## src/rtl/battery_level_tracker_assert.svh

```systemverilog
// ----------------------------------------------------------------------------
// Assertion macros for the battery level tracker
// Clocked on clk, disabled while rst is high.
// ----------------------------------------------------------------------------
`ifndef BATTERY_LEVEL_TRACKER_ASSERT_SVH
`define BATTERY_LEVEL_TRACKER_ASSERT_SVH

// same-cycle implication
`define BLT_ASSERT_IMP(lbl, ante, cons, msg) \
  lbl: assert property (@(posedge clk) disable iff (rst) (ante) |-> (cons)) \
    else $error(msg);

// next-cycle implication
`define BLT_ASSERT_NXT(lbl, ante, cons, msg) \
  lbl: assert property (@(posedge clk) disable iff (rst) (ante) |=> (cons)) \
    else $error(msg);

`endif

```

## src/rtl/blt_pkg.sv

```systemverilog
// ----------------------------------------------------------------------------
// blt_pkg
// Shared constants, types and the millivolt threshold table.
// ----------------------------------------------------------------------------
`timescale 1ns / 1ps
`default_nettype none

package blt_pkg;

  localparam int NUM_LEVELS = 100;
  localparam int ROM_DEPTH  = 100;
  localparam int LEVEL_W    = 7;
  localparam int ADDR_W     = $clog2(ROM_DEPTH);
  localparam int VBAT_W     = 16;
  localparam int STATUS_W   = 3;
  localparam int DELAY_W    = 8;
  localparam int CFG_ADDR_W = 3;
  localparam int CFG_DATA_W = 32;

  localparam logic [LEVEL_W-1:0]  LEVEL_FULL = LEVEL_W'(NUM_LEVELS);
  localparam logic [LEVEL_W-1:0]  LEVEL_LAST = LEVEL_W'(NUM_LEVELS - 1);
  localparam logic [ADDR_W-1:0]   ADDR_LAST  = ADDR_W'(ROM_DEPTH - 1);
  localparam logic [DELAY_W-1:0]  DELAY_RESET = DELAY_W'(25);

  localparam logic [STATUS_W-1:0] STATUS_NOT_CHARGING = 3'd0;
  localparam logic [STATUS_W-1:0] STATUS_TERM_DONE    = 3'd7;

  // word index of each register (paddr[2])
  localparam logic [CFG_ADDR_W-3:0] REG_STARTUP_DELAY = 1'b0;

  // thresholds in mV, 13.000 V at level 0 up to 16.641 V
  localparam logic [VBAT_W-1:0] THRESHOLD_TABLE [ROM_DEPTH] = '{
    16'd13000, 16'd13198, 16'd13238, 16'd13328, 16'd13351,
    16'd13417, 16'd13483, 16'd13513, 16'd13579, 16'd13643,
    16'd13689, 16'd13749, 16'd13814, 16'd13830, 16'd13895,
    16'd13916, 16'd13948, 16'd13985, 16'd14019, 16'd14052,
    16'd14054, 16'd14093, 16'd14150, 16'd14179, 16'd14195,
    16'd14225, 16'd14230, 16'd14265, 16'd14280, 16'd14327,
    16'd14355, 16'd14378, 16'd14385, 16'd14402, 16'd14439,
    16'd14459, 16'd14483, 16'd14514, 16'd14524, 16'd14563,
    16'd14609, 16'd14628, 16'd14660, 16'd14684, 16'd14728,
    16'd14748, 16'd14781, 16'd14814, 16'd14851, 16'd14904,
    16'd14930, 16'd14986, 16'd15038, 16'd15056, 16'd15096,
    16'd15147, 16'd15187, 16'd15237, 16'd15254, 16'd15319,
    16'd15347, 16'd15410, 16'd15431, 16'd15462, 16'd15493,
    16'd15528, 16'd15551, 16'd15562, 16'd15579, 16'd15607,
    16'd15633, 16'd15664, 16'd15713, 16'd15737, 16'd15801,
    16'd15830, 16'd15863, 16'd15901, 16'd15949, 16'd16019,
    16'd16047, 16'd16125, 16'd16146, 16'd16167, 16'd16190,
    16'd16205, 16'd16221, 16'd16236, 16'd16245, 16'd16258,
    16'd16261, 16'd16270, 16'd16284, 16'd16299, 16'd16310,
    16'd16324, 16'd16352, 16'd16358, 16'd16370, 16'd16641
  };

  typedef enum logic [4:0] {
    ST_FILL = 5'b00001,
    ST_IDLE = 5'b00010,
    ST_RD   = 5'b00100,
    ST_CMP  = 5'b01000,
    ST_DONE = 5'b10000
  } state_t;

  typedef struct packed {
    logic               wr;
    logic [DELAY_W-1:0] value;
  } cfg_wr_t;

  typedef struct packed {
    logic              we;
    logic [ADDR_W-1:0] waddr;
    logic [VBAT_W-1:0] wdata;
    logic [ADDR_W-1:0] raddr;
  } ram_req_t;

endpackage

`default_nettype wire

```

## src/rtl/blt_in_if.sv

```systemverilog
// ----------------------------------------------------------------------------
// blt_in_if
// Input beat channel: one voltage sample per tick.
// ----------------------------------------------------------------------------
`timescale 1ns / 1ps
`default_nettype none

interface blt_in_if;
  logic                          valid;
  logic                          ready;
  logic [blt_pkg::VBAT_W-1:0]    vbat_mv;
  logic                          ext_supply;
  logic [blt_pkg::STATUS_W-1:0]  chg_code;

  modport source (output valid, output vbat_mv, output ext_supply,
                  output chg_code, input ready);
  modport sink   (input valid, input vbat_mv, input ext_supply,
                  input chg_code, output ready);
endinterface

`default_nettype wire

```

## src/rtl/blt_out_if.sv

```systemverilog
// ----------------------------------------------------------------------------
// blt_out_if
// Result beat channel: level, valid flag and shutdown request.
// ----------------------------------------------------------------------------
`timescale 1ns / 1ps
`default_nettype none

interface blt_out_if;
  logic                          valid;
  logic                          ready;
  logic [blt_pkg::LEVEL_W-1:0]   battery_level;
  logic                          level_valid;
  logic                          low_battery_shutdown;

  modport source (output valid, output battery_level, output level_valid,
                  output low_battery_shutdown, input ready);
  modport sink   (input valid, input battery_level, input level_valid,
                  input low_battery_shutdown, output ready);
endinterface

`default_nettype wire

```

## src/rtl/blt_ram.sv

```systemverilog
// ----------------------------------------------------------------------------
// blt_ram
// Generic single-write, single-read RAM with registered read data.
// ----------------------------------------------------------------------------
`timescale 1ns / 1ps
`default_nettype none

module blt_ram #(
  parameter int WIDTH = 16,
  parameter int DEPTH = 100
) (
  input  wire logic                     clk,
  input  wire logic                     we,
  input  wire logic [$clog2(DEPTH)-1:0] waddr,
  input  wire logic [WIDTH-1:0]         wdata,
  input  wire logic [$clog2(DEPTH)-1:0] raddr,
  output      logic [WIDTH-1:0]         rdata
);

  logic [WIDTH-1:0] mem [DEPTH];

  always_ff @(posedge clk) begin
    if (we) begin
      mem[waddr] <= wdata;
    end
    rdata <= mem[raddr];
  end

endmodule

`default_nettype wire

```

## src/rtl/blt_cfg.sv

```systemverilog
// ----------------------------------------------------------------------------
// blt_cfg
// APB register slave holding startup_delay.
// ----------------------------------------------------------------------------
`timescale 1ns / 1ps
`default_nettype none

module blt_cfg (
  input  wire logic                               clk,
  input  wire logic                               rst,
  input  wire logic                               psel,
  input  wire logic                               penable,
  input  wire logic                               pwrite,
  input  wire logic [blt_pkg::CFG_ADDR_W-1:0]     paddr,
  input  wire logic [blt_pkg::CFG_DATA_W-1:0]     pwdata,
  output      logic [blt_pkg::CFG_DATA_W-1:0]     prdata,
  output      logic                               pready,
  output      blt_pkg::cfg_wr_t                   cfg
);

  logic [blt_pkg::DELAY_W-1:0] startup_delay;
  logic                        hit;

  assign hit    = (paddr[blt_pkg::CFG_ADDR_W-1:2] == blt_pkg::REG_STARTUP_DELAY);
  assign pready = 1'b1;

  assign cfg.wr    = psel && penable && pwrite && hit;
  assign cfg.value = pwdata[blt_pkg::DELAY_W-1:0];

  always_ff @(posedge clk) begin
    if (rst) begin
      startup_delay <= blt_pkg::DELAY_RESET;
    end else if (cfg.wr) begin
      startup_delay <= cfg.value;
    end
  end

  always_comb begin
    prdata = '0;
    if (hit) begin
      prdata = blt_pkg::CFG_DATA_W'(startup_delay);
    end
  end

endmodule

`default_nettype wire

```

## src/rtl/blt_ctrl.sv

```systemverilog
// ----------------------------------------------------------------------------
// blt_ctrl
// Sequencer: table load, start-up countdown, table search and tracking.
// ----------------------------------------------------------------------------
`timescale 1ns / 1ps
`default_nettype none

module blt_ctrl (
  input  wire logic                          clk,
  input  wire logic                          rst,
  input  wire blt_pkg::cfg_wr_t              cfg,
  blt_in_if.sink                             in_ch,
  blt_out_if.source                          out_ch,
  output      blt_pkg::ram_req_t             ram_req,
  input  wire logic [blt_pkg::VBAT_W-1:0]    rd_data
);

  localparam int LW = blt_pkg::LEVEL_W;
  localparam int AW = blt_pkg::ADDR_W;

  blt_pkg::state_t               state;
  logic [AW-1:0]                 fill_addr;
  logic [AW-1:0]                 rd_addr;
  logic [LW-1:0]                 idx;
  logic [LW-1:0]                 level;
  logic [blt_pkg::DELAY_W-1:0]   delay_cnt;
  logic [blt_pkg::VBAT_W-1:0]    vbat;
  logic                          vbus;
  logic [blt_pkg::STATUS_W-1:0]  status;
  logic                          search;
  logic                          shutdown;
  logic                          accept;
  logic                          publish;
  logic [LW-1:0]                 track_level;

  function automatic logic [LW-1:0] clamp_full(input logic [LW-1:0] l,
                                               input logic [blt_pkg::STATUS_W-1:0] s);
    clamp_full = (l == blt_pkg::LEVEL_FULL && s != blt_pkg::STATUS_NOT_CHARGING)
                 ? blt_pkg::LEVEL_LAST : l;
  endfunction

  assign in_ch.ready = (state == blt_pkg::ST_IDLE);
  assign accept      = in_ch.valid && in_ch.ready;
  assign publish     = (state == blt_pkg::ST_DONE) && (!out_ch.valid || out_ch.ready);

  assign ram_req.we    = (state == blt_pkg::ST_FILL);
  assign ram_req.waddr = fill_addr;
  assign ram_req.wdata = blt_pkg::THRESHOLD_TABLE[fill_addr];
  assign ram_req.raddr = rd_addr;

  // one step up (supply) or down (no supply) against the fetched threshold
  always_comb begin
    track_level = level;
    if (vbus) begin
      if (vbat > rd_data) begin
        track_level = level + LW'(1);
      end
    end else if (vbat < rd_data) begin
      track_level = level - LW'(1);
    end
  end

  always_ff @(posedge clk) begin
    if (rst) begin
      state     <= blt_pkg::ST_FILL;
      fill_addr <= '0;
      delay_cnt <= blt_pkg::DELAY_RESET;
      level     <= '0;
      out_ch.valid <= 1'b0;
    end else begin
      if (publish) begin
        out_ch.valid <= 1'b1;
      end else if (out_ch.ready) begin
        out_ch.valid <= 1'b0;
      end

      unique case (state)
        blt_pkg::ST_FILL: begin
          fill_addr <= fill_addr + AW'(1);
          if (fill_addr == blt_pkg::ADDR_LAST) begin
            state <= blt_pkg::ST_IDLE;
          end
        end
        blt_pkg::ST_IDLE: begin
          if (accept) begin
            vbat     <= in_ch.vbat_mv;
            vbus     <= in_ch.ext_supply;
            status   <= in_ch.chg_code;
            shutdown <= 1'b0;
            search   <= 1'b0;
            if (delay_cnt == '0) begin
              if (in_ch.chg_code == blt_pkg::STATUS_TERM_DONE) begin
                level <= blt_pkg::LEVEL_FULL;
                state <= blt_pkg::ST_DONE;
              end else if (in_ch.ext_supply) begin
                if (level < blt_pkg::LEVEL_LAST) begin
                  rd_addr <= AW'(level);
                  state   <= blt_pkg::ST_RD;
                end else begin
                  level <= clamp_full(level, in_ch.chg_code);
                  state <= blt_pkg::ST_DONE;
                end
              end else if (level != '0) begin
                rd_addr <= AW'(level - LW'(1));
                state   <= blt_pkg::ST_RD;
              end else begin
                shutdown <= 1'b1;
                state    <= blt_pkg::ST_DONE;
              end
            end else if (delay_cnt == blt_pkg::DELAY_W'(1)) begin
              search  <= 1'b1;
              idx     <= '0;
              rd_addr <= '0;
              state   <= blt_pkg::ST_RD;
            end else begin
              delay_cnt <= delay_cnt - blt_pkg::DELAY_W'(1);
              state     <= blt_pkg::ST_DONE;
            end
          end
        end
        blt_pkg::ST_RD: begin
          // prefetch the next entry so the search compares one per cycle
          if (search && rd_addr != blt_pkg::ADDR_LAST) begin
            rd_addr <= rd_addr + AW'(1);
          end
          state <= blt_pkg::ST_CMP;
        end
        blt_pkg::ST_CMP: begin
          if (search) begin
            if (vbat < rd_data) begin
              level     <= idx;
              delay_cnt <= '0;
              state     <= blt_pkg::ST_DONE;
            end else if (idx == blt_pkg::LEVEL_LAST - LW'(1)) begin
              level     <= blt_pkg::LEVEL_LAST;
              delay_cnt <= '0;
              state     <= blt_pkg::ST_DONE;
            end else begin
              idx <= idx + LW'(1);
              if (rd_addr != blt_pkg::ADDR_LAST) begin
                rd_addr <= rd_addr + AW'(1);
              end
            end
          end else begin
            level <= clamp_full(track_level, status);
            state <= blt_pkg::ST_DONE;
          end
        end
        blt_pkg::ST_DONE: begin
          if (publish) begin
            state <= blt_pkg::ST_IDLE;
          end
        end
        default: begin
          state <= blt_pkg::ST_FILL;
        end
      endcase

      // register write reloads the countdown until the level is valid
      if (cfg.wr && delay_cnt != '0) begin
        delay_cnt <= (cfg.value != '0) ? cfg.value : blt_pkg::DELAY_W'(1);
      end
    end
  end

  always_ff @(posedge clk) begin
    if (publish) begin
      out_ch.battery_level        <= level;
      out_ch.level_valid          <= (delay_cnt == '0);
      out_ch.low_battery_shutdown <= shutdown;
    end
  end

endmodule

`default_nettype wire

```

## src/rtl/battery_level_tracker.sv

```systemverilog
// ----------------------------------------------------------------------------
// battery_level_tracker
// Battery level in percent steps from a millivolt threshold table.
// ----------------------------------------------------------------------------
// Usage:
//   in_ch carries one beat per measurement tick: vbat_mv, ext_supply and
//   chg_code. out_ch returns exactly one beat per input beat with
//   battery_level, level_valid and low_battery_shutdown.
//   The APB port holds startup_delay at byte address 0 (reset 25); a write
//   while the level is not yet valid restarts the countdown (0 acts as 1).
// Sequencing:
//   Countdown, termination, shutdown and at-the-top ticks go from acceptance
//   to the final state, then to the output register once it is free.
//   Tracking ticks that need a threshold pass first through a table read
//   state (registered RAM read) and a compare state. The one-off initial
//   search compares one table entry per cycle, up to 99 entries. The
//   sequencer returns to idle on the edge that registers the result; the
//   threshold RAM has a single read port and one tick is in flight at a time.
// Reset:
//   rst clears the sequencer and level and reloads the countdown with 25,
//   then the threshold RAM is loaded from the package table, one entry per
//   cycle over all 100 entries, while in_ch.ready is low. APB writes are
//   taken throughout.
// Stall:
//   A result waits in the output register while out_ch.ready is low; the
//   next tick is still accepted and processed, and holds in the final state
//   until the output register frees up.
// ----------------------------------------------------------------------------
`timescale 1ns / 1ps
`default_nettype none
`include "battery_level_tracker_assert.svh"

module battery_level_tracker (
  input  wire logic                            clk,
  input  wire logic                            rst,
  blt_in_if.sink                               in_ch,
  blt_out_if.source                            out_ch,
  input  wire logic                            psel,
  input  wire logic                            penable,
  input  wire logic                            pwrite,
  input  wire logic [blt_pkg::CFG_ADDR_W-1:0]  paddr,
  input  wire logic [blt_pkg::CFG_DATA_W-1:0]  pwdata,
  output      logic [blt_pkg::CFG_DATA_W-1:0]  prdata,
  output      logic                            pready
);

  blt_pkg::cfg_wr_t             cfg;
  blt_pkg::ram_req_t            ram_req;
  logic [blt_pkg::VBAT_W-1:0]   rd_data;

  // register slave
  blt_cfg u_cfg (
    .clk     (clk),
    .rst     (rst),
    .psel    (psel),
    .penable (penable),
    .pwrite  (pwrite),
    .paddr   (paddr),
    .pwdata  (pwdata),
    .prdata  (prdata),
    .pready  (pready),
    .cfg     (cfg)
  );

  // threshold store, loaded after reset, read once per cycle
  blt_ram #(
    .WIDTH (blt_pkg::VBAT_W),
    .DEPTH (blt_pkg::ROM_DEPTH)
  ) u_ram (
    .clk   (clk),
    .we    (ram_req.we),
    .waddr (ram_req.waddr),
    .wdata (ram_req.wdata),
    .raddr (ram_req.raddr),
    .rdata (rd_data)
  );

  // sequencer: table load, countdown, search, tracking, output register
  blt_ctrl u_ctrl (
    .clk     (clk),
    .rst     (rst),
    .cfg     (cfg),
    .in_ch   (in_ch),
    .out_ch  (out_ch),
    .ram_req (ram_req),
    .rd_data (rd_data)
  );

  // level never beyond full scale
  `BLT_ASSERT_IMP(a_level_range, out_ch.valid,
                  out_ch.battery_level <= blt_pkg::LEVEL_FULL, "level out of range")
  // shutdown only at an empty, valid level
  `BLT_ASSERT_IMP(a_shutdown_empty, out_ch.valid && out_ch.low_battery_shutdown,
                  out_ch.battery_level == '0 && out_ch.level_valid,
                  "shutdown with non-empty level")
  // table load blocks input straight after reset
  `BLT_ASSERT_IMP(a_fill_blocks, $past(rst), !in_ch.ready, "input taken during table load")
  // one tick in flight at a time
  `BLT_ASSERT_NXT(a_one_in_flight, in_ch.valid && in_ch.ready, !in_ch.ready,
                  "second tick taken while busy")

endmodule

`default_nettype wire

```

## src/flat_wrapper.sv

```systemverilog
// flat-port wrapper written by rule: the top's interface ports become plain ports
module battery_level_tracker_flat 
  (clk, rst, psel, penable, pwrite, paddr, pwdata, prdata, pready, in_ch_valid, in_ch_vbat_mv, in_ch_ext_supply, in_ch_chg_code, in_ch_ready, out_ch_valid, out_ch_battery_level, out_ch_level_valid, out_ch_low_battery_shutdown, out_ch_ready);
  blt_in_if in_ch_i ();
  blt_out_if out_ch_i ();
  input  wire logic clk;
  input  wire logic rst;
  input  wire logic psel;
  input  wire logic penable;
  input  wire logic pwrite;
  input  wire logic [blt_pkg::CFG_ADDR_W-1:0] paddr;
  input  wire logic [blt_pkg::CFG_DATA_W-1:0] pwdata;
  output      logic [blt_pkg::CFG_DATA_W-1:0] prdata;
  output      logic pready;
  input wire logic [$bits(in_ch_i.valid)-1:0] in_ch_valid;
  input wire logic [$bits(in_ch_i.vbat_mv)-1:0] in_ch_vbat_mv;
  input wire logic [$bits(in_ch_i.ext_supply)-1:0] in_ch_ext_supply;
  input wire logic [$bits(in_ch_i.chg_code)-1:0] in_ch_chg_code;
  output wire logic [$bits(in_ch_i.ready)-1:0] in_ch_ready;
  output wire logic [$bits(out_ch_i.valid)-1:0] out_ch_valid;
  output wire logic [$bits(out_ch_i.battery_level)-1:0] out_ch_battery_level;
  output wire logic [$bits(out_ch_i.level_valid)-1:0] out_ch_level_valid;
  output wire logic [$bits(out_ch_i.low_battery_shutdown)-1:0] out_ch_low_battery_shutdown;
  input wire logic [$bits(out_ch_i.ready)-1:0] out_ch_ready;
  assign in_ch_i.valid = in_ch_valid;
  assign in_ch_i.vbat_mv = in_ch_vbat_mv;
  assign in_ch_i.ext_supply = in_ch_ext_supply;
  assign in_ch_i.chg_code = in_ch_chg_code;
  assign in_ch_ready = in_ch_i.ready;
  assign out_ch_valid = out_ch_i.valid;
  assign out_ch_battery_level = out_ch_i.battery_level;
  assign out_ch_level_valid = out_ch_i.level_valid;
  assign out_ch_low_battery_shutdown = out_ch_i.low_battery_shutdown;
  assign out_ch_i.ready = out_ch_ready;
  battery_level_tracker u_core (.clk(clk), .rst(rst), .in_ch(in_ch_i), .out_ch(out_ch_i), .psel(psel), .penable(penable), .pwrite(pwrite), .paddr(paddr), .pwdata(pwdata), .prdata(prdata), .pready(pready));
endmodule
```

## config.mk

```make
export PLATFORM = sky130hd
export DESIGN_NAME = battery_level_tracker_flat
export DESIGN_NICKNAME = d
export VERILOG_FILES = /design/src/rtl/blt_pkg.sv /design/src/rtl/blt_in_if.sv /design/src/rtl/blt_out_if.sv /design/src/rtl/blt_ram.sv /design/src/rtl/blt_cfg.sv /design/src/rtl/blt_ctrl.sv /design/src/rtl/battery_level_tracker.sv /design/src/flat_wrapper.sv
export VERILOG_INCLUDE_DIRS = /design/src /design/src/rtl
export SDC_FILE = /design/constraint.sdc
export NUM_CORES = 2
export LEC_CHECK = 0
export BUFFER_PORTS_ARGS = -buffer_cell sky130_fd_sc_hd__buf_2
export CAP_MARGIN = 20
export CORE_MARGIN = 3
export CORE_UTILIZATION = 30
export CTS_CLUSTER_SIZE = 24
export DETAILED_ROUTE_END_ITERATION = 8
export GPL_TIMING_DRIVEN = 0
export PLACE_DENSITY = 0.46
export SLEW_MARGIN = 0
export SYNTH_ARGS = -nofsm -noshare
export SYNTH_HDL_FRONTEND = slang
export SYNTH_SLANG_ARGS = --single-unit
```

## constraint.sdc

```tcl
create_clock -name clk -period 12.82 [get_ports clk]
set_input_delay 2.564 -clock clk [delete_from_list [all_inputs] [get_ports clk]]
set_output_delay 2.564 -clock clk [all_outputs]
set_load 0.01 [all_outputs]
```

After elaboration in Yosys (flattened, before gate mapping)
Memories as Yosys holds them, arrays and structs flattened. A register that Yosys moved wholly into a read port is not among the register bits.
Cells that the tools add are included.
{"block": "word_totals", "regBits": 81, "latch_bits": 0, "mem_bits_rw": 1600, "mem_bits_ro": 2048, "in_bits": 62, "elab_cells": 160, "memories": 2}
{"name": "(name not given)", "depth": 128, "width": 16, "rd": 1, "rd_clocked_by_memory_dff": 0, "write_ports": 0, "line_no": "blt_ctrl.sv:48", "text": "assign ram_req.wdata = blt_pkg::THRESHOLD_TABLE[fill_addr];"}
{"name": "u_core.u_ram.mem", "depth": 100, "width": 16, "rd": 1, "rd_clocked_by_memory_dff": 1, "write_ports": 1, "line_no": "blt_ram.sv:20", "text": "logic [WIDTH-1:0] mem [DEPTH];"}
{"block": "op_classes", "add_sub_neg": 6, "n_mul": 0, "div_mod_pow": 0, "n_lt_le_gt_ge": 4, "eq_ne": 36, "shift": 0, "mux": 64, "n_bitwise": 4, "reduce_logical": 28}
{"op": "$mux W7", "count": 30}
{"op": "$mux W8", "count": 9}
{"op": "$mux W5", "count": 12}
{"op": "$mux W16", "count": 2}
{"op": "$add A7 B1 Y7 const B", "count": 4}
{"op": "$eq A7 B7 Y1 const B", "count": 4}
{"op": "$pmux W7 S2", "count": 2}
{"op": "$pmux W5 S5", "count": 1}
{"op": "$pmux W7 S3", "count": 1}
{"op": "$gt A16 B16 Y1", "count": 1}
{"op": "$lt A16 B16 Y1", "count": 1}
{"op": "$ne A2 B2 Y1 const B", "count": 8}
{"op": "$ne A4 B4 Y1 const B", "count": 4}
{"op": "$pmux W8 S2", "count": 1}
{"op": "$reduce_bool A8 Y1", "count": 2}
{"op": "$ne A3 B3 Y1 const B", "count": 4}
{"op": "$reduce_and A12 Y1", "count": 1}
{"op": "$reduce_bool A3 Y1", "count": 4}
{"op": "$logic_and A1 B1 Y1", "count": 9}
{"op": "$ne A3 B1 Y1 const B", "count": 3}
{"op": "$eq A8 B1 Y1 const B", "count": 1}
{"op": "$ge A8 B8 Y1 const B", "count": 1}
{"op": "$logic_not A8 Y1", "count": 1}
{"op": "$not A7 Y8", "count": 1}
{"op": "24 further kinds", "count": 35}

Depth between registers and ports, before layout
{"block": "logic_depth", "ltp_word": 9, "ltp_mapped": 12, "depth_no_buf": 10}

By module
A second synthesis with hierarchy kept.
{"block": "hier_totals", "cells_unflattened": 3525, "area_unflattened_um2": 68689.6}
{"module": "blt_ram", "instances": 1, "cells_per_inst": 2669, "area_per_inst_um2": 61833.1}
{"module": "blt_ctrl", "instances": 1, "cells_per_inst": 778, "area_per_inst_um2": 6180.9}
{"module": "blt_cfg", "instances": 1, "cells_per_inst": 78, "area_per_inst_um2": 675.6}

Worst setup path before layout
No wires, ideal clock.
{"block": "synth_timing", "kind": "register to register", "from": "register u_core.u_ctrl.fill_addr[1]", "to": "memory u_core.u_ram.mem[0][8] (data pin)", "setup_time_ps": 1451, "arrival_ps": 8013, "t_required_ps": 11369, "path_slack_ps": 3356, "path_stages_with_launch": 9, "path_cell_list": "dfxtp_1 clkbuf_1 inv_1 ha_1 clkbuf_1 nand2_1 a211oi_1 a21oi_1 o311ai_0"}
{"element": "start: declaration", "line_no": "blt_ctrl.sv:22", "text": "logic [AW-1:0] fill_addr;"}
{"element": "start signal: assignment", "line_no": "blt_ctrl.sv:79", "text": "fill_addr <= fill_addr + AW'(1);"}
{"element": "end: declaration", "line_no": "blt_ram.sv:20"}

Final worst setup path
{"block": "layout_timing", "from": "input port paddr[2] in the netlist's numbering", "to": "output port prdata[1] in the netlist's numbering"}
{"block": "layout_between", "elab_chain_len": 1}
{"element": "start: declaration", "line_no": "flat_wrapper.sv:11", "text": "input wire logic [blt_pkg::CFG_ADDR_W-1:0] paddr;"}
{"element": "$mux W8", "line_no": "blt_cfg.sv:40", "text": "if (hit) begin"}
{"element": "end: declaration", "line_no": "flat_wrapper.sv:13", "text": "output logic [blt_pkg::CFG_DATA_W-1:0] prdata;"}
No other way between the ends.

==> flow_summary.json <==
{
  "yosysTopAreaCellShare_pct": 71.9,
  "seq_area_frac_synth_pct": 73.5,
  "pre_cts_ws_ns": 7.25,
  "grt_antenna_before_repair": 7,
  "critPathMaxFanout": 10,
  "drive_gt1_share_pct": 29.0,
  "wl_per_cell_um": 28.3,
  "synth_warnings": 0,
  "cts_made_buffers": 160,
  "criticalPathCategory": "input port to output port",
  "p_sw_w": 0.00344,
  "ioPinCount": 106,
  "antenna_left": 0,
  "endpoint_kind": "output port",
  "first_global_vias": 31190,
  "final.fill_count": 18595,
  "ys_seq_elements": 1495,
  "yosys.area.top_type": "edfxtp_1",
  "pwr-share-seq_pct": 48.6,
  "fin_ws_ns": 7.25,
  "synth_cell_types": 73,
  "finalCriticalPeriod_ns": 5.57,
  "numClockSinks": 1495,
  "io_buffers": 53,
  "worst_pin_slew_ns": 1.18,
  "final_max_slew_viol_count": 0,
  "first_pass_iters": 6,
  "grt-ovfl-total": 0,
  "cts_tree": "done",
  "ys.flop_type": "edfxtp_1",
  "p_leak_nw": 22.0,
  "syn_to_final_growth_pct": 17.3,
  "synth-async-reset-ratio_pct": 0,
  "grtUsageTotal_pct": 16.7,
  "viasPerCell": 5.02,
  "start_util_pct": 30.2,
  "grt_pass1_wl_um": 244000,
  "ir_worst_vdd_uv": 115,
  "routed-via-count": 30647,
  "hold_viol_final": 0,
  "r2r_slack_ns": 7.83,
  "htree_levels": 4,
  "grt_max_degree": 57,
  "cts.path.max_buffers": 3,
  "relSlewSlack_pct": 21.3,
  "power_frac_clock_pct": 35.5,
  "run_status": "finished, final reports clean",
  "powerDensity_mw_per_mm2": 179,
  "worst_setup_path_start_kind": "input port",
  "r2r-end": "u_core.u_ram.mem[90][6]",
  "synth-edff-count": 1445,
  "num-nets-final": 3414,
  "clock_latency_ns": 0.80,
  "fin_util_pct": 35.4,
  "critical_path.endpoint": "prdata[1]",
  "die_w_um": 455,
  "critical_path.startpoint": "paddr[2]",
  "post-cts-setup-buffers": 0,
  "cts-root-buf": "clkbuf_16",
  "swShare_pct": 27.2,
  "fmax_mhz": 179,
  "drtIter0Drc": 3324,
  "syn_avg_cell_area_um2": 20.2,
  "setup_viol": 0,
  "totalPowerFinal_w": 0.0127,
  "pwr-share-comb_pct": 15.9,
  "rsz0062_at_grt": "no",
  "timing.rr.start": "u_core.u_ctrl.fill_addr[1]",
  "cp.required_ns": 10.26,
  "gp_congestion": 0.865,
  "die_area_mm2": 0.207,
  "rows": 164,
  "path_clk_slew_ns": 0.06,
  "drt-total-wl_um": 173000,
  "drc": 0,
  "skew_ns": 0.0403,
  "core_mm2": 0.200,
  "maxCapViolCount": 0,
  "tns_ns": 0,
  "postCtsHoldBufs": 0,
  "timing.final.crit_share_pct": 43.5,
  "synth_area_mm2": 0.0604,
  "hp-class": "flop to flop",
  "dpl.hpwl_um": 119000,
  "die_h_um": 455,
  "synth_area_leaders": "edfxtp_1 (72%), mux4_2 (17%), dfxtp_1 (1.7%)",
  "cp_data_arrival_time_ns": 3.01,
  "p_int_w": 0.00922,
  "cts_resized": 0,
  "reg2reg_depth": 12,
  "syn_inst": 2986
}
-- cells in the mapped netlist (4+ instances only) --
| master | instances |
|---|---|
| o221ai_1 | 5 |
| nand3b_1 | 6 |
| nand2b_1 | 10 |
| a31oi_1 | 8 |
| mux4_2 | 452 |
| nor2_1 | 179 |
| o21a_1 | 5 |
| o41ai_1 | 4 |
| buf_2 | 32 |
| buf_1 | 37 |
| a22oi_1 | 5 |
| xor2_1 | 8 |
| a21oi_1 | 60 |
| xnor2_1 | 16 |
| nand3_1 | 38 |
| nor4_1 | 8 |
| nand4_1 | 8 |
| o311ai_0 | 5 |
| mux2i_1 | 25 |
| nor3b_1 | 5 |
| and3_1 | 7 |
| a2111oi_0 | 5 |
| a211oi_1 | 9 |
| nand2_1 | 121 |
| o31ai_1 | 4 |
| or3_1 | 8 |
| o21ai_0 | 79 |
| dfxtp_1 | 50 |
| o22ai_1 | 10 |
| a311o_1 | 4 |
| edfxtp_1 | 1445 |
| ha_1 | 37 |
| inv_1 | 38 |
| mux2_2 | 16 |
| buf_4 | 29 |
| o211ai_1 | 16 |
| nor2b_1 | 13 |
| clkbuf_1 | 104 |
| a221oi_1 | 5 |
| nor3_1 | 18 |
-- state kept, by name, indices dropped and copies added (netlist names), 8 cells and up --
register and flops:
u_core.u_ram.mem 1400, u_core.u_cfg.startup_delay 8, u_core.u_ctrl.vbat 16, u_core.u_ctrl.delay_cnt 8, u_core.u_ram.rdata 14
-- power groups by stage --
stage / combinational [W] / clock, W / sequential (W)
after detailed placement: 0.00205 / 0 / 0.00626
final: 0.00202 / 0.00449 / 0.00616
after floorplan: 0.000797 / 0 / 0.00639
after CTS: 0.00205 / 0.00462 / 0.00616
after global placement: 0.00166 / 0 / 0.00666
after global routing: 0.00214 / 0.00482 / 0.00616
-- cells in the final DEF, fill, tap and decap left out, types with 25 or more instances in the layout --
master,n
a21oi_1,58
buf_1,37
buf_2,85
buf_4,51
buf_8,25
clkbuf_1,137
clkbuf_16,166
clkinv_1,40
conb_1,25
dfxtp_1,50
edfxtp_1,1445
ha_1,37
inv_1,38
mux2i_1,25
mux4_2,450
nand2_1,121
nand3_1,37
nor2_1,99
nor2_2,79
o21ai_0,75
-- worst min-delay path by stage --
| stage | start | end | cells after the start |
|---|---|---|---|
| 2_1_floorplan | u_core.u_ctrl.shutdown | u_core.u_ctrl.out_ch.low_battery_shutdown | 0 |
| 3_3_place_gp | u_core.u_ctrl.shutdown | u_core.u_ctrl.out_ch.low_battery_shutdown | 0 |
| 3_5_place_dp | u_core.u_ctrl.shutdown | u_core.u_ctrl.out_ch.low_battery_shutdown | 0 |
| 4_1_cts | u_core.u_ctrl.shutdown | u_core.u_ctrl.out_ch.low_battery_shutdown | 0 |
| 5_1_grt | u_core.u_ctrl.shutdown | u_core.u_ctrl.out_ch.low_battery_shutdown | 0 |
| 6_report | u_core.u_ctrl.shutdown | u_core.u_ctrl.out_ch.low_battery_shutdown | 0 |
-- worst max-delay path: stages --
cell and delay, ns:
buf_2 0.15, nor2b_1 0.14, buf_2 0.15
-- through the flow --
step	hold slack, ns	instance area, um^2	cells
after global placement	0.406	64100	5718
final	0.420	70800	6101
after detailed placement	0.405	65700	5808
after global routing	0.446	70800	6100
after CTS	0.419	70800	6098
after floorplan	0.400	60500	3009
-- final cells by class --
| type | count | area (um^2) | area share, % |
|---|---|---|---|
| multi-input cells | 1272 | 15300 | 21.7 |
| clock buffers | 210 | 4350 | 6.14 |
| flip-flops and latches | 1495 | 44400 | 62.7 |
| clock inverters | 80 | 711 | 1.00 |
| inverters | 40 | 150 | 0.212 |
| well taps | 2656 | 3320 | 4.69 |
| repair buffers | 144 | 1610 | 2.27 |
| plain buffers | 202 | 917 | 1.30 |
| diodes | 2 | 5.00 | 0.00707 |
-- cells by family (layout without fill, tap and decap cells) --
kind of cell	after synthesis	in the layout	synth area share, %
DFF	1495	1495	73.5
muxes	494	494	17.6
and+or+nand+nor	438	438	3.29
AOI/OAI and AO/OA	253	253	2.68
buffers and inverters	242	676	1.75
adders and majority gates	37	37	0.767
xor gates and xnor gates	25	25	0.375
other	2	27	0.0124
-- layer usage --
metal	track usage [%]	vias to the layer above	share of wire, %	wire (um)
met5	0	-	0	0
met4	4.15	0	2.2	3880
met3	2.82	213	5.7	9890
met2	27.4	1016	49	83800
met1	23.2	16421	44	75200
li1	-	12997	-	-
(Power assumes the default switching activity.)
